File: src/ftlb_pkg.sv
// ----------------------------------------------------------------------------
// ftlb_pkg
// Shared sizes, status codes, controller states and the command/status
// bundles between the controller and the datapath.
// ----------------------------------------------------------------------------
`default_nettype none

package ftlb_pkg;

	localparam int TLB_ENTRIES = 16;     // 1 .. 16
	localparam int RAM_PAGES   = 64;     // 1 .. 64
	localparam int VIRT_PAGES  = 65536;  // 1 .. 2**20

	localparam int VPN_W  = 20;
	localparam int SLOT_W = 4;
	localparam int PAGE_W = 6;
	localparam int STAT_W = 3;

	typedef enum logic [STAT_W-1:0] {
		ST_OK         = 3'd0,
		ST_MISS       = 3'd1,
		ST_RANGE      = 3'd2,
		ST_TABLE_FULL = 3'd3,
		ST_RAM_FULL   = 3'd4
	} ftlb_status_t;

	typedef enum logic {
		REQ_TRANSLATE = 1'b0,
		REQ_PLACE     = 1'b1
	} ftlb_req_t;

	typedef enum logic [2:0] {
		S_IDLE,
		S_DISPATCH,
		S_SLOT_SCAN,
		S_PAGE_SCAN,
		S_MATCH_SCAN
	} ftlb_state_t;

	typedef struct packed {
		logic         load;      // capture request, rewind both scan counters
		logic         slot_inc;
		logic         page_inc;
		logic         commit;    // fill slot, mark page used
		logic         respond;
		ftlb_status_t resp_code;
	} ftlb_cmd_t;

	typedef struct packed {
		logic is_place;
		logic out_of_range;
		logic slot_free;
		logic slot_last;
		logic page_free;
		logic page_last;
		logic hit;
	} ftlb_stat_t;

endpackage

`default_nettype wire

File: src/fully_assoc_tlb_with_page_alloc.sv
// Sequence: after start is taken, done follows the dispatch step and the scan;
//   a range fail ends at dispatch, translate walks slots up to the first hit or last
//   slot, place walks slots and then pages (a full table ends after the slot walk).
// Throughput: one transaction at a time; start is taken again the cycle busy
//   drops, which is the cycle the result strobe is shown. done cannot be stalled.
// Reset: arst_n clears every slot, frees every page, and idles the sequencer.
// ----------------------------------------------------------------------------
// fully_assoc_tlb_with_page_alloc
// Fully associative translation table with physical page allocation.
// ----------------------------------------------------------------------------
`default_nettype none

module fully_assoc_tlb_with_page_alloc (
	input  wire                           clk,
	input  wire                           arst_n,
	// request transaction: taken when start is high and busy is low
	input  wire                           start,
	output logic                          busy,
	input  wire                           req_type,
	input  wire  [ftlb_pkg::VPN_W-1:0]    vpn,
	// result transaction: valid for the single cycle done is high
	output logic                          done,
	output logic [ftlb_pkg::STAT_W-1:0]   status,
	output logic [ftlb_pkg::SLOT_W-1:0]   slot,
	output logic [ftlb_pkg::PAGE_W-1:0]   phys_page
);
	import ftlb_pkg::*;

	// Controller drives the datapath purely through cmd and watches st.
	//  place:     dispatch -> walk slots to the first free one
	//             -> walk pages to the first free one -> commit + respond
	//             (table full / RAM full end the walk with nothing claimed)
	//  translate: dispatch (range check) -> walk slots for the first hit
	ftlb_cmd_t  cmd;
	ftlb_stat_t st;

	ftlb_ctrl u_ctrl (
		.clk    (clk),
		.arst_n (arst_n),
		.start  (start),
		.busy   (busy),
		.st     (st),
		.cmd    (cmd)
	);

	// Request is captured only on cmd.load, i.e. on the accepting edge.
	ftlb_dp u_dp (
		.clk       (clk),
		.arst_n    (arst_n),
		.cmd       (cmd),
		.st        (st),
		.req_type  (req_type),
		.vpn       (vpn),
		.done      (done),
		.status    (status),
		.slot      (slot),
		.phys_page (phys_page)
	);

endmodule

`default_nettype wire

File: src/ftlb_ctrl.sv
// ----------------------------------------------------------------------------
// ftlb_ctrl
// Request sequencer: dispatches the request and steps the slot and page
// scans of the datapath one entry per cycle.
// ----------------------------------------------------------------------------
`default_nettype none

module ftlb_ctrl (
	input  wire                 clk,
	input  wire                 arst_n,
	input  wire                 start,
	output logic                busy,
	input  ftlb_pkg::ftlb_stat_t st,
	output ftlb_pkg::ftlb_cmd_t  cmd
);
	import ftlb_pkg::*;

	ftlb_state_t state_q, state_nxt;

	always_ff @(posedge clk or negedge arst_n) begin
		if (!arst_n) begin
			state_q <= S_IDLE;
		end else begin
			state_q <= state_nxt;
		end
	end

	always_comb begin
		state_nxt = state_q;
		unique case (state_q)
			S_IDLE: begin
				if (start) state_nxt = S_DISPATCH;
			end
			S_DISPATCH: begin
				if (st.is_place)          state_nxt = S_SLOT_SCAN;
				else if (st.out_of_range) state_nxt = S_IDLE;
				else                      state_nxt = S_MATCH_SCAN;
			end
			S_SLOT_SCAN: begin
				if (st.slot_free)      state_nxt = S_PAGE_SCAN;
				else if (st.slot_last) state_nxt = S_IDLE;
			end
			S_PAGE_SCAN: begin
				if (st.page_free || st.page_last) state_nxt = S_IDLE;
			end
			S_MATCH_SCAN: begin
				if (st.hit || st.slot_last) state_nxt = S_IDLE;
			end
			default: state_nxt = S_IDLE;
		endcase
	end

	always_comb begin
		cmd           = '0;
		cmd.resp_code = ST_OK;
		busy          = 1'b1;
		unique case (state_q)
			S_IDLE: begin
				busy     = 1'b0;
				cmd.load = start;
			end
			S_DISPATCH: begin
				if (!st.is_place && st.out_of_range) begin
					cmd.respond   = 1'b1;
					cmd.resp_code = ST_RANGE;
				end
			end
			S_SLOT_SCAN: begin
				if (!st.slot_free) begin
					if (st.slot_last) begin
						cmd.respond   = 1'b1;
						cmd.resp_code = ST_TABLE_FULL;
					end else begin
						cmd.slot_inc = 1'b1;
					end
				end
			end
			S_PAGE_SCAN: begin
				if (st.page_free) begin
					cmd.commit    = 1'b1;
					cmd.respond   = 1'b1;
					cmd.resp_code = ST_OK;
				end else if (st.page_last) begin
					cmd.respond   = 1'b1;
					cmd.resp_code = ST_RAM_FULL;
				end else begin
					cmd.page_inc = 1'b1;
				end
			end
			S_MATCH_SCAN: begin
				if (st.hit) begin
					cmd.respond   = 1'b1;
					cmd.resp_code = ST_OK;
				end else if (st.slot_last) begin
					cmd.respond   = 1'b1;
					cmd.resp_code = ST_MISS;
				end else begin
					cmd.slot_inc = 1'b1;
				end
			end
			default: begin
				busy = 1'b1;
			end
		endcase
	end

endmodule

`default_nettype wire

File: src/ftlb_dp.sv
// ----------------------------------------------------------------------------
// ftlb_dp
// Translation table storage, page free marks, scan counters and the
// registered response.
// ----------------------------------------------------------------------------
`default_nettype none

module ftlb_dp (
	input  wire                                clk,
	input  wire                                arst_n,
	input  ftlb_pkg::ftlb_cmd_t                cmd,
	output ftlb_pkg::ftlb_stat_t               st,
	input  wire                                req_type,
	input  wire  [ftlb_pkg::VPN_W-1:0]         vpn,
	output logic                               done,
	output logic [ftlb_pkg::STAT_W-1:0]        status,
	output logic [ftlb_pkg::SLOT_W-1:0]        slot,
	output logic [ftlb_pkg::PAGE_W-1:0]        phys_page
);
	import ftlb_pkg::*;

	logic [TLB_ENTRIES-1:0] slot_valid_q;
	logic [VPN_W-1:0]       slot_vpn_q  [TLB_ENTRIES];
	logic [PAGE_W-1:0]      slot_phys_q [TLB_ENTRIES];
	logic [RAM_PAGES-1:0]   page_free_q;

	logic              place_q;
	logic [VPN_W-1:0]  vpn_q;
	logic [SLOT_W-1:0] slot_idx_q;
	logic [PAGE_W-1:0] page_idx_q;

	logic              done_q;
	ftlb_status_t      status_q;
	logic [SLOT_W-1:0] slot_q;
	logic [PAGE_W-1:0] phys_q;

	// status toward the controller
	always_comb begin
		st.is_place     = place_q;
		st.out_of_range = ({1'b0, vpn_q} >= (VPN_W+1)'(VIRT_PAGES));
		st.slot_free    = !slot_valid_q[slot_idx_q];
		st.slot_last    = (slot_idx_q == SLOT_W'(TLB_ENTRIES-1));
		st.page_free    = page_free_q[page_idx_q];
		st.page_last    = (page_idx_q == PAGE_W'(RAM_PAGES-1));
		st.hit          = slot_valid_q[slot_idx_q] && (slot_vpn_q[slot_idx_q] == vpn_q);
	end

	// request capture and scan counters
	always_ff @(posedge clk) begin
		if (cmd.load) begin
			place_q    <= (req_type == REQ_PLACE);
			vpn_q      <= vpn;
			slot_idx_q <= '0;
			page_idx_q <= '0;
		end else begin
			if (cmd.slot_inc) slot_idx_q <= slot_idx_q + 1'b1;
			if (cmd.page_inc) page_idx_q <= page_idx_q + 1'b1;
		end
	end

	// occupancy marks
	always_ff @(posedge clk or negedge arst_n) begin
		if (!arst_n) begin
			slot_valid_q <= '0;
			page_free_q  <= '1;
		end else if (cmd.commit) begin
			slot_valid_q[slot_idx_q] <= 1'b1;
			page_free_q[page_idx_q]  <= 1'b0;
		end
	end

	// entry contents
	always_ff @(posedge clk) begin
		if (cmd.commit) begin
			slot_vpn_q[slot_idx_q]  <= vpn_q;
			slot_phys_q[slot_idx_q] <= page_idx_q;
		end
	end

	// response register, one-cycle strobe
	always_ff @(posedge clk or negedge arst_n) begin
		if (!arst_n) begin
			done_q <= 1'b0;
		end else begin
			done_q <= cmd.respond;
		end
	end

	always_ff @(posedge clk) begin
		if (cmd.respond) begin
			status_q <= cmd.resp_code;
			slot_q   <= '0;
			phys_q   <= '0;
			if (cmd.resp_code == ST_OK) begin
				if (place_q) begin
					slot_q <= slot_idx_q;
					phys_q <= page_idx_q;
				end else begin
					phys_q <= slot_phys_q[slot_idx_q];
				end
			end
		end
	end

	assign done      = done_q;
	assign status    = status_q;
	assign slot      = slot_q;
	assign phys_page = phys_q;

endmodule

`default_nettype wire
File: config.mk
export PLATFORM = sky130hd
export DESIGN_NAME = fully_assoc_tlb_with_page_alloc
export DESIGN_NICKNAME = d
export VERILOG_FILES = /design/src/ftlb_pkg.sv /design/src/fully_assoc_tlb_with_page_alloc.sv /design/src/ftlb_ctrl.sv /design/src/ftlb_dp.sv
export SDC_FILE = /design/constraint.sdc
export NUM_CORES = 1
export LEC_CHECK = 0
export BUFFER_PORTS_ARGS = -buffer_cell sky130_fd_sc_hd__buf_2
export CAP_MARGIN = 20
export CELL_PAD_IN_SITES_DETAIL_PLACEMENT = 1
export CELL_PAD_IN_SITES_GLOBAL_PLACEMENT = 1
export CORE_ASPECT_RATIO = 0.5
export CORE_MARGIN = 2
export CORE_UTILIZATION = 45
export DETAILED_ROUTE_END_ITERATION = 8
export PLACE_DENSITY = 0.75
export SLEW_MARGIN = 20
export SYNTH_ARGS = -nofsm -noshare
export SYNTH_HDL_FRONTEND = slang
export SYNTH_SLANG_ARGS = --single-unit
File: constraint.sdc
create_clock -name clk -period 11.21 [get_ports clk]
set_clock_uncertainty 0.2 [all_clocks]
set_input_delay 1.6815 -clock clk [delete_from_list [all_inputs] [get_ports clk]]
set_output_delay 1.6815 -clock clk [all_outputs]
set_load 0.01 [all_outputs]
; Yosys cells after proc, flatten, opt, wreduce, memory -nomap -nowiden
; Memories as Yosys holds them, arrays and structs flattened. A register that Yosys moved wholly into a read port is not among the register bits.
; Index checks and enable logic that the tools add are counted.
[op_classes]
addsub = 2
n_lt_le_gt_ge = 5
eq_ne = 11
muxes = 41
n_bitwise = 3
reduce_logical = 11
[op_table]
columns = operator, n
row1 = bitwise AND 64 bit, 1
row2 = inverter 64 bit, 1
row3 = 2-to-1 mux 4 bit, 11
row4 = 2-to-1 mux 3 bit, 7
row5 = equality test 20 bit, 1
row6 = ">= comparator 20 x 17 -> 1 bit, second input constant", 1
row7 = bitwise OR 16 bit, 1
row8 = one-hot mux 4 bit (4 select lines), 1
row9 = one-hot mux 3 bit (5 select lines), 1
row10 = 2-to-1 mux 1 bit, 14
row11 = "< comparator 6 x 7 -> 1 bit, second input constant", 1
row12 = "adder 6 x 1 -> 6 bit, second input constant", 1
row13 = binary-select mux 1 bit (select 6 bit), 1
row14 = demux 1 bit (select 6 bit), 1
row15 = "equality test 3 x 2 -> 1 bit, second input constant", 2
row16 = "equality test 6 bit, second input constant", 1
row17 = ">= comparator 6 x 1 -> 1 bit, second input constant", 1
row18 = logical NOT 3 bit, 2
row19 = 2-to-1 mux 6 bit, 1
row20 = "< comparator 4 x 5 -> 1 bit, second input constant", 1
row21 = "adder 4 x 1 -> 4 bit, second input constant", 1
row22 = binary-select mux 1 bit (select 4 bit), 1
row23 = demux 1 bit (select 4 bit), 1
row24 = "equality test 4 bit, second input constant", 1
row25 = 13 further kinds, 18
[totals]
regBits = 128
ramBits = 416
in_bits = 24
out_inout_bits = 15
wordCells = 86
memories = 2
[mem_list]
columns = name, words, width, rd, rd_ports_with_merged_regs, write_ports, line
row1 = u_dp.slot_vpn_q, 16, 20, 1, 1, 1, ftlb_dp.sv:23  ; logic [VPN_W-1:0] slot_vpn_q [TLB_ENTRIES];
row2 = u_dp.slot_phys_q, 16, 6, 1, 1, 1, ftlb_dp.sv:24  ; logic [PAGE_W-1:0] slot_phys_q [TLB_ENTRIES];

; Longest topological paths before layout
; Gate-level depths: netlist of run 1.
[logic_depth]
ltp_word = 7
mapped_depth = 14
mapped_depth_nobuf = 10

; Hierarchy
; Synthesis of run 1 repeated with hierarchy kept, for this count alone.
[hier_totals]
cells_unflattened = 1128
hier_area_um2 = 21754.6
[by_module_without_submodules]
columns = module, n_inst, cells_each, area_per_inst_um2, seq_area_each_um2
row1 = ftlb_dp, 1, 1088, 21465.6, 15900.2
row2 = ftlb_ctrl, 1, 40, 289.0, 75.1

; Least setup slack after synthesis of run 1
; No wires, ideal clock.
[synth_timing]
kind = register to register
from = reg u_dp.page_idx_q[1]
to = mem u_dp.slot_phys_q[2][0] (enable)
setup_time_ns = 0.443
t_arrival_ns = 4.519
t_required_ns = 10.567
path_slack_ns = 6.048
stages_incl_launch_ff = 11
n_path_buf = 4
synth_period_minus_slack_ns = 5.162
cell_sequence = dfxtp_1 -> clkbuf_1 -> clkbuf_1 -> buf_1 -> mux4_2 -> a21o_1 -> o2111ai_1 -> nor2b_1 -> buf_2 -> nand2_1 -> nor3_1
[synth_between]
elab_chain_cells = 6
[synth_lines]
columns = element, line
row1 = "start, declared", ftlb_dp.sv:30  ; logic [PAGE_W-1:0] page_idx_q;
row2 = "start signal, assigned", ftlb_dp.sv:57  ; if (cmd.page_inc) page_idx_q <= page_idx_q + 1'b1;
row3 = binary-select mux 1 bit (select 6 bit), ftlb_dp.sv:43  ; st.page_free = page_free_q[page_idx_q];
row4 = 2-to-1 mux 1 bit (not written as such), ftlb_dp.sv:43
row5 = 2-to-1 mux 1 bit, ftlb_ctrl.sv:79  ; if (st.page_free) begin
row6 = 2-to-1 mux 2 bit, ftlb_ctrl.sv:57  ; unique case (state_q)
row7 = 2-to-1 mux 1 bit, ftlb_dp.sv:74  ; if (cmd.commit) begin
row8 = 2-to-1 mux 1 bit (not written as such), ftlb_dp.sv:76  ; slot_phys_q[slot_idx_q] <= page_idx_q;
row9 = "end, declared", ftlb_dp.sv:24
; No other way between the ends. The select of a mux whose other input is x is not followed.

==> results of run 1 <==
==> kinds of logic after synthesis <==
group | count (synthesis)
XOR/XNOR | 23
multiplexers | 204
buffers and inverters | 79
AO/OA/AOI/OAI | 157
flip-flops | 548
adder cells (fa/ha/maj) | 5
AND/OR/NAND/NOR | 208
==> cells in the final DEF (no fill, tap or decap), types with 16 or more instances in the layout <==
cell and count:
mux4_2 88, or2_2 19, buf_4 27, o21a_1 61, dfstp_2 64, mux2i_1 89
edfxtp_1 450, dfrtp_1 20, clkbuf_16 49, nand3_1 19, mux2_2 24, nand2_1 49
clkbuf_1 19, buf_2 37, xor2_1 16, nor2_1 40
==> sequential cells by signal, summed over array words and instances, names as in the netlist, 4 cells and up, named ones only <==
register	flops
u_dp.slot_idx_q	4
u_dp.slot_phys_q	96
u_dp.slot_vpn_q	320
u_dp.slot_valid_q	16
u_dp.page_idx_q	6
u_dp.slot	4
u_dp.vpn_q	20
u_dp.phys_page	6
u_dp.page_free_q	64
==> routing by layer <==
layer / GRT usage (%) / share of wire (%) / up-vias
met4: 6.957 / 3.1 / 2
li1: - / - / 4958
met3: 4.016 / 6.2 / 116
met1: 30.12 / 42 / 6240
met5: 0 / 0.033 / -
met2: 35.72 / 49 / 438
==> per-stage QoR <==
step / area (um2) / instances / setup slack [ps]
after floorplan: 22080 / 1224 / 6048
after global placement: 23070 / 1874 / 5525
after detailed placement: 23070 / 1874 / 5312
after CTS: 24540 / 1958 / 5345
after global routing: 24550 / 1958 / 5423
final: 24550 / 1958 / 5716
==> worst paths after layout <==
check | startpoint | to | slack, ps | cells past startpoint
setup / recovery | register | u_dp.status[0] | 5720 | 11
hold / removal | u_dp.page_free_q[14] | u_dp.page_free_q[14] | 250 | 1
setup reg to reg | register | u_dp.status[0] | 5720 | 11
hold reg to reg | u_dp.page_free_q[14] | u_dp.page_free_q[14] | 250 | 1
max in group asynchronous | arst_n | u_dp.slot_valid_q[9] | 9340 | 1
min in group asynchronous | arst_n | u_dp.slot_valid_q[10] | 990 | 1
==> worst max-delay path, delay by kind of cell, from the launching register on <==
kind,cells,cell delay [ps]
xor+xnor,1,170
mux,1,590
buf+inv,2,1310
compound gates,4,1220
flops,1,620
simple gates,3,1010
==> power by group through the flow <==
stage	logic (W)	registers, W	clock network [W]
CTS	0.000622	0.00253	0.00163
floorplan	0.000529	0.00243	0
global route	0.000665	0.00255	0.00170
detailed placement	0.000619	0.00258	0
global placement	0.000603	0.00256	0
finish	0.000618	0.00254	0.00160
==> cell type report <==
| cell class | instances | area [um2] | area share (%) |
|---|---|---|---|
| clock buffers | 70 | 1316 | 5.361 |
| clock inverters | 14 | 155.1 | 0.6319 |
| inverters | 15 | 56.30 | 0.2293 |
| multi-input cells | 597 | 5819 | 23.70 |
| flip-flops and latches | 548 | 15990 | 65.14 |
| well taps | 649 | 812.0 | 3.308 |
| repair buffers | 65 | 399.1 | 1.626 |
==> impl_metrics.json, run 1 <==
{
  "maxCapViolCount": 0,
  "first_iter_violations": 1180,
  "path_class": "reg -> reg",
  "synth_cells": 1224,
  "cp_slowest_cell": "buf_4",
  "clk_path_buf_depth": 3,
  "seq_area_frac_synth_pct": 72.34,
  "nets": 1304,
  "yosys.area.top_type": "edfxtp_1",
  "gr-total-overflow": 0,
  "hold_viol": 0,
  "crit_arrival_ps": 5500,
  "p_seq_share_pct": 53.3,
  "remaining_drc_errors": 0,
  "hold_slack_ps": 254.6,
  "sw_frac_of_total_pct": 26.91,
  "wirelength_um": 54580,
  "fill_cells": 4479,
  "status": "finished, final reports clean",
  "p_sw_w": 0.001280,
  "rows": 57,
  "worst_ep_required_time_ps": 11220,
  "setup-tns-final_ps": 0,
  "cts_tree": "done",
  "final.min_clock_period_ps": 5494,
  "p_total_w": 0.004756,
  "syn_nets": 1253,
  "p_clk_share_pct": 33.7,
  "cts_setup_buffers": 0,
  "pin_count": 39,
  "postRouteAntennaNets": 0,
  "yosysTopAreaCellShare_pct": 61.19,
  "synth_mux_area_share_pct": 14.54,
  "cts.reportedPaths.clkPinSlew_ps": 60,
  "core_area_mm2": 0.04850,
  "cts_inserted_buffers": 48,
  "ys_top_cells_by_area": "edfxtp_1 (61%), mux4_2 (9.0%), dfstp_2 (7.6%)",
  "synth_xor_area_share_pct": 0.9122,
  "cts_resized": 0,
  "yosys-top-cells-count": "edfxtp_1 (450), mux2i_1 (89), mux4_2 (88)",
  "clk-insertion-delay-late_ps": 590,
  "tightest_slew_ps": 1103,
  "grt_pass1_vias": 12680,
  "pwr_density_cell_mw_per_mm2": 193.7,
  "synth_edf_count": 450,
  "fmax_mhz": 182.0,
  "worstSetupStartpointType": "register",
  "die_y_um": 160.6,
  "die_w_um": 317.3,
  "yosysWarningCount": 0,
  "area_growth_pct": 11.18,
  "grt_first_pass_wirelength_um": 82250,
  "synthAdderAreaFrac_pct": 0.2833,
  "grt_usage_pct": 21.92,
  "synth_compound_area_share_pct": 5.366,
  "p_leak_nw": 7.876,
  "cts_hold_buf": 0,
  "dieArea_mm2": 0.05097,
  "synth_area_mm2": 0.02208,
  "synth_top_family_by_area": "multiplexers",
  "root_buffer": "clkbuf_16",
  "ys_ff_latch": 548,
  "vias": 11750,
  "cts_max_level": 2,
  "ys_types": 69,
  "antenna_found_initial": 1,
  "rsz0062_at_grt": "no",
  "crit_fanout": 49,
  "drtPass1Iterations": 5,
  "drive_above_1_share_pct": 26.74,
  "port_buffers": 38,
  "hp-class": "reg -> reg",
  "wl_per_cell_um": 27.88,
  "synthArstFlopShare_pct": 15.33,
  "gp_congestion": 0.7737,
  "fin_crit_sh_pct": 49.01,
  "slew_headroom_pct": 26.37,
  "finalSetupViolations": 0,
  "synth.most_common_cell": "edfxtp_1",
  "path_cells": "buf_4 -> buf_4 -> mux4_2 -> o22ai_1 -> o22ai_1 -> xor2_1 -> a2111oi_2 -> nand4_1 -> or4b_4 -> and2b_4 -> o21ai_2",
  "cp_slowest_stage_delay_ps": 700,
  "start_util_pct": 45.53,
  "slew_viol_final": 0,
  "cts.sinks": 548,
  "end_kind": "register",
  "post-dp-hpwl_um": 31300,
  "p_int_w": 0.003476,
  "n_antenna_cell": 0,
  "vdd_drop_max_uv": 111.0,
  "vias_per_cell": 6.003,
  "synth-simple-area-share_pct": 4.759,
  "grt_max_degree": 85,
  "syn_area_per_cell_um2": 18.04,
  "p_comb_share_pct": 13.0,
  "synth_flop_cell": "edfxtp_1",
  "fin_util_pct": 50.62
}
(Power assumes the default switching activity.)
==> run 2: changes to the inputs <==
clock period = 5.4 ns   (was 11.21 ns; I/O delays follow)
==> impl_metrics.json, run 2 (synthesis results as in run 1) <==
{
  "antenna_found_initial": 0,
  "gp_congestion": 0.7850,
  "vias_per_cell": 5.915,
  "wl_per_cell_um": 27.28,
  "clk-insertion-delay-late_ps": 590,
  "fmax_mhz": 215.1,
  "hp-class": "in -> async",
  "drtPass1Iterations": 5,
  "slew_headroom_pct": 29.99,
  "finalSetupViolations": 0,
  "cts_max_level": 2,
  "pin_count": 39,
  "endpoint": "u_dp.phys_page[4]",
  "r2r-end": "u_dp.phys_page[4]",
  "grt_usage_pct": 21.60,
  "cts_setup_buffers": 0,
  "largest_register": "u_dp.slot_vpn_q",
  "crit_arrival_ps": 4740,
  "p_leak_nw": 8.025,
  "final_cell_mix": "edfxtp_1 (450), mux2i_1 (89), mux4_2 (88)",
  "core_area_mm2": 0.04850,
  "post-dp-hpwl_um": 32190,
  "dp_cells": 1889,
  "slew_viol_final": 0,
  "final.min_clock_period_ps": 4650,
  "first_iter_violations": 980,
  "start_util_pct": 45.53,
  "nets": 1320,
  "dieArea_mm2": 0.05097,
  "die_w_um": 317.3,
  "cts_resized": 0,
  "cts.reportedPaths.clkPinSlew_ps": 70,
  "hold_slack_ps": 103.7,
  "cts_tree": "done",
  "cts_inserted_buffers": 48,
  "clk_path_buf_depth": 3,
  "n_antenna_cell": 0,
  "maxCapViolCount": 0,
  "setup-tns-final_ps": 0,
  "grt_max_degree": 85,
  "fill_cells": 4456,
  "drive_above_1_share_pct": 28.22,
  "postRouteAntennaNets": 0,
  "crit_fanout": 33,
  "root_buffer": "clkbuf_16",
  "grt_first_pass_wirelength_um": 80870,
  "wirelength_um": 53960,
  "regArea_mm2": 0.01599,
  "gr-total-overflow": 0,
  "end_kind": "register",
  "pwr_density_cell_mw_per_mm2": 405.7,
  "final_cells": 1978,
  "rsz0062_at_grt": "no",
  "worst_ep_required_time_ps": 5490,
  "die_y_um": 160.6,
  "rr_worst_depth": 11,
  "rrSetupSlack_ps": 750,
  "mostFrequentLayoutCell": "edfxtp_1",
  "largest_reg_flops": 320,
  "grt_pass1_vias": 12630,
  "vias": 11700,
  "cts.sinks": 548,
  "hold_viol": 0,
  "path_class": "reg -> reg",
  "vdd_drop_max_uv": 274.2,
  "worstSetupStartpointType": "register",
  "top_regs": "u_dp.slot_vpn_q (320), u_dp.slot_phys_q (96), u_dp.page_free_q (64)",
  "tightest_slew_ps": 1050,
  "remaining_drc_errors": 0,
  "status": "finished, final reports clean",
  "rows": 57,
  "area_growth_pct": 12.56,
  "cts_hold_buf": 0,
  "fin_crit_sh_pct": 86.11,
  "multi_input_area_mm2": 0.005814,
  "port_buffers": 38
}
[run 2: cell count changes in the layout (fill, tap and decap cells not counted), sizes merged]
cell and delta:
buf +16, clkbuf -4, bufinv +3, clkinvlp +3, clkinv +1, inv +1
[run 2: cell type report]
cell class | instances | share of cell area (%)
well taps | 649 | 3.267
inverters | 15 | 0.2265
flip-flops and latches | 548 | 64.32
clock inverters | 22 | 1.082
clock buffers | 66 | 5.266
repair buffers | 81 | 2.441
multi-input cells | 597 | 23.39
[run 2: power breakdown]
part / internal, W / leakage [nW] / switching, W
registers: 0.00483 / 5.12 / 0.000341
clock network: 0.00195 / 0.765 / 0.00153
logic: 0.000619 / 2.14 / 0.000806
[run 2: worst min path at each step]
stage,endpoint,slack (ps),cells after the start
5_1_grt,u_dp.slot_valid_q[12],150,1
3_3_place_gp,u_dp.page_free_q[36],230,2
6_report,u_dp.slot_valid_q[12],100,1
4_1_cts,u_dp.vpn_q[13],170,1
3_5_place_dp,u_dp.page_free_q[56],250,1
2_1_floorplan,u_dp.page_free_q[36],220,2
[run 2: stage by stage]
stage / setup slack, ps / utilization, % / total power [W] / cell area, um2
2_1_floorplan: 238.5 / - / 0.006145 / 22080
3_3_place_gp: 838.7 / 47.95 / 0.006584 / 23250
3_5_place_dp: 769.5 / 47.95 / 0.006656 / 23250
4_1_cts: 762.7 / 51.20 / 0.01013 / 24830
5_1_grt: 549.9 / 51.25 / 0.01044 / 24860
6_report: 750.3 / 51.25 / 0.01008 / 24860
[run 2: critical path: stages (launching register included)]
cell and delay, ps:
dfxtp_2 820, buf_4 540, nor2b_1 110, a221oi_1 760
o21ai_0 200, nand2_1 130, o2111a_1 170, nand4_1 170
or4b_4 650, and2b_4 220, o21ai_1 110, buf_4 230
[run 2: per-layer routing]
layer	global-route usage, %	share of wire [%]
met5	0	0
met4	5.954	2.4
met3	3.667	5.7
met2	36.19	50
met1	29.36	42
==> run 3: changes to the inputs <==
CORE_MARGIN = unset   (was 2)
==> impl_metrics.json, run 3 (synthesis results as in run 1) <==
{
  "cts.reportedPaths.clkPinSlew_ps": 70,
  "dp_cells": 1879,
  "fill_cells": 4358,
  "pin_count": 39,
  "area_growth_pct": 12.48,
  "cts_inserted_buffers": 48,
  "slew_headroom_pct": 25.91,
  "setup-tns-final_ps": 0,
  "r2r-end": "u_dp.status[2]",
  "cts_tree": "done",
  "die_w_um": 315.3,
  "fin_util_pct": 52.13,
  "first_iter_violations": 1159,
  "endpoint": "u_dp.status[2]",
  "maxCapViolCount": 0,
  "gp_congestion": 0.8156,
  "dieArea_mm2": 0.05002,
  "rsz0062_at_grt": "no",
  "wl_met2_um": 26530,
  "vias_per_cell": 5.973,
  "largest_register": "u_dp.slot_vpn_q",
  "p_leak_nw": 8.016,
  "rows": 56,
  "rrSetupSlack_ps": 830,
  "crit_fanout": 35,
  "grt_first_pass_wirelength_um": 80440,
  "cts.sinks": 548,
  "wl_per_cell_um": 27.25,
  "worst_ep_required_time_ps": 5460,
  "clk_path_buf_depth": 3,
  "status": "finished, final reports clean",
  "rr_worst_depth": 10,
  "core_area_mm2": 0.04765,
  "vias": 11760,
  "top_layer_used": "met5",
  "final.min_clock_period_ps": 4569,
  "crit_arrival_ps": 4630,
  "root_buffer": "clkbuf_16",
  "gr-total-overflow": 0,
  "worstSetupStartpointType": "register",
  "dr_wl_met3_um": 3228,
  "clk-insertion-delay-late_ps": 590,
  "cts_setup_buffers": 0,
  "finalSetupViolations": 0,
  "cts_resized": 0,
  "nets": 1320,
  "mostFrequentLayoutCell": "edfxtp_1",
  "drive_above_1_share_pct": 28.25,
  "n_antenna_cell": 0,
  "fmax_mhz": 218.9,
  "fin_crit_sh_pct": 84.61,
  "grt_pass1_vias": 12600,
  "remaining_drc_errors": 0,
  "post-dp-hpwl_um": 32120,
  "largest_reg_flops": 320,
  "start_util_pct": 46.35,
  "die_y_um": 158.6,
  "postRouteAntennaNets": 0,
  "grt_usage_pct": 21.90,
  "vdd_drop_max_uv": 274.1,
  "drtPass1Iterations": 5,
  "wirelength_um": 53660,
  "end_kind": "register",
  "final_cells": 1969,
  "tightest_slew_ps": 1111,
  "p_total_w": 0.01005,
  "final_cell_mix": "edfxtp_1 (450), mux2i_1 (89), mux4_2 (88)",
  "hp-class": "in -> async",
  "port_buffers": 38,
  "top_regs": "u_dp.slot_vpn_q (320), u_dp.slot_phys_q (96), u_dp.page_free_q (64)",
  "hold_slack_ps": 122.2,
  "drt-met1-wl_um": 22550,
  "cts_hold_buf": 0,
  "slew_viol_final": 0,
  "grt_max_degree": 85,
  "cts_max_level": 2,
  "path_class": "reg -> reg",
  "hold_viol": 0,
  "pwr_density_cell_mw_per_mm2": 404.6,
  "antenna_found_initial": 1
}
==> run 3: metal layers <==
| layer | global-route usage [%] | vias up |
|---|---|---|
| li1 | - | 4974 |
| met1 | 29.38 | 6258 |
| met2 | 36.89 | 423 |
| met3 | 3.998 | 104 |
| met4 | 6.234 | 2 |
| met5 | 0 | - |
==> run 3: worst min path at each step <==
stage	start	cells past startpoint	to
after floorplan	u_dp.page_free_q[36]	2	u_dp.page_free_q[36]
after global placement	u_dp.page_free_q[36]	2	u_dp.page_free_q[36]
after detailed placement	u_dp.page_free_q[36]	2	u_dp.page_free_q[36]
after CTS	vpn[12]	1	u_dp.vpn_q[12]
after global routing	arst_n	1	u_ctrl.state_q[1]
final	arst_n	1	u_ctrl.state_q[1]
==> run 3: stage by stage <==
stage,area [um2],setup WS (ps)
5_1_grt,24840,599.5
4_1_cts,24830,828.9
2_1_floorplan,22080,238.5
6_report,24840,830.9
3_3_place_gp,23260,932.9
3_5_place_dp,23260,859.4
==> run 3: layout make-up <==
type                       count  area (um2)  area share, %
sequential                   548       15990          64.37
multi-input combinational    597        5814          23.41
clock buffer                  60        1287          5.184
tap                          638       798.3          3.214
timing repair buffer          81       606.8          2.443
clock inverter                30       286.5          1.154
inverter                      15       56.30         0.2267
==> run 3: report_power, final <==
part           internal, W  total, W  switching (W)
Clock              0.00190   0.00345        0.00156
Combinational     0.000606   0.00142       0.000810
Sequential         0.00483   0.00518       0.000348
Total              0.00734    0.0100        0.00271
==> run 3: worst max-delay path, stage by stage (launching register included) <==
cell,delay (ps)
dfxtp_4,650
buf_12,310
nor2b_1,700
a221oi_1,300
xor2_1,250
a2111oi_2,430
nand4_1,180
or4b_4,640
and2b_4,220
o21ai_1,110
buf_4,230
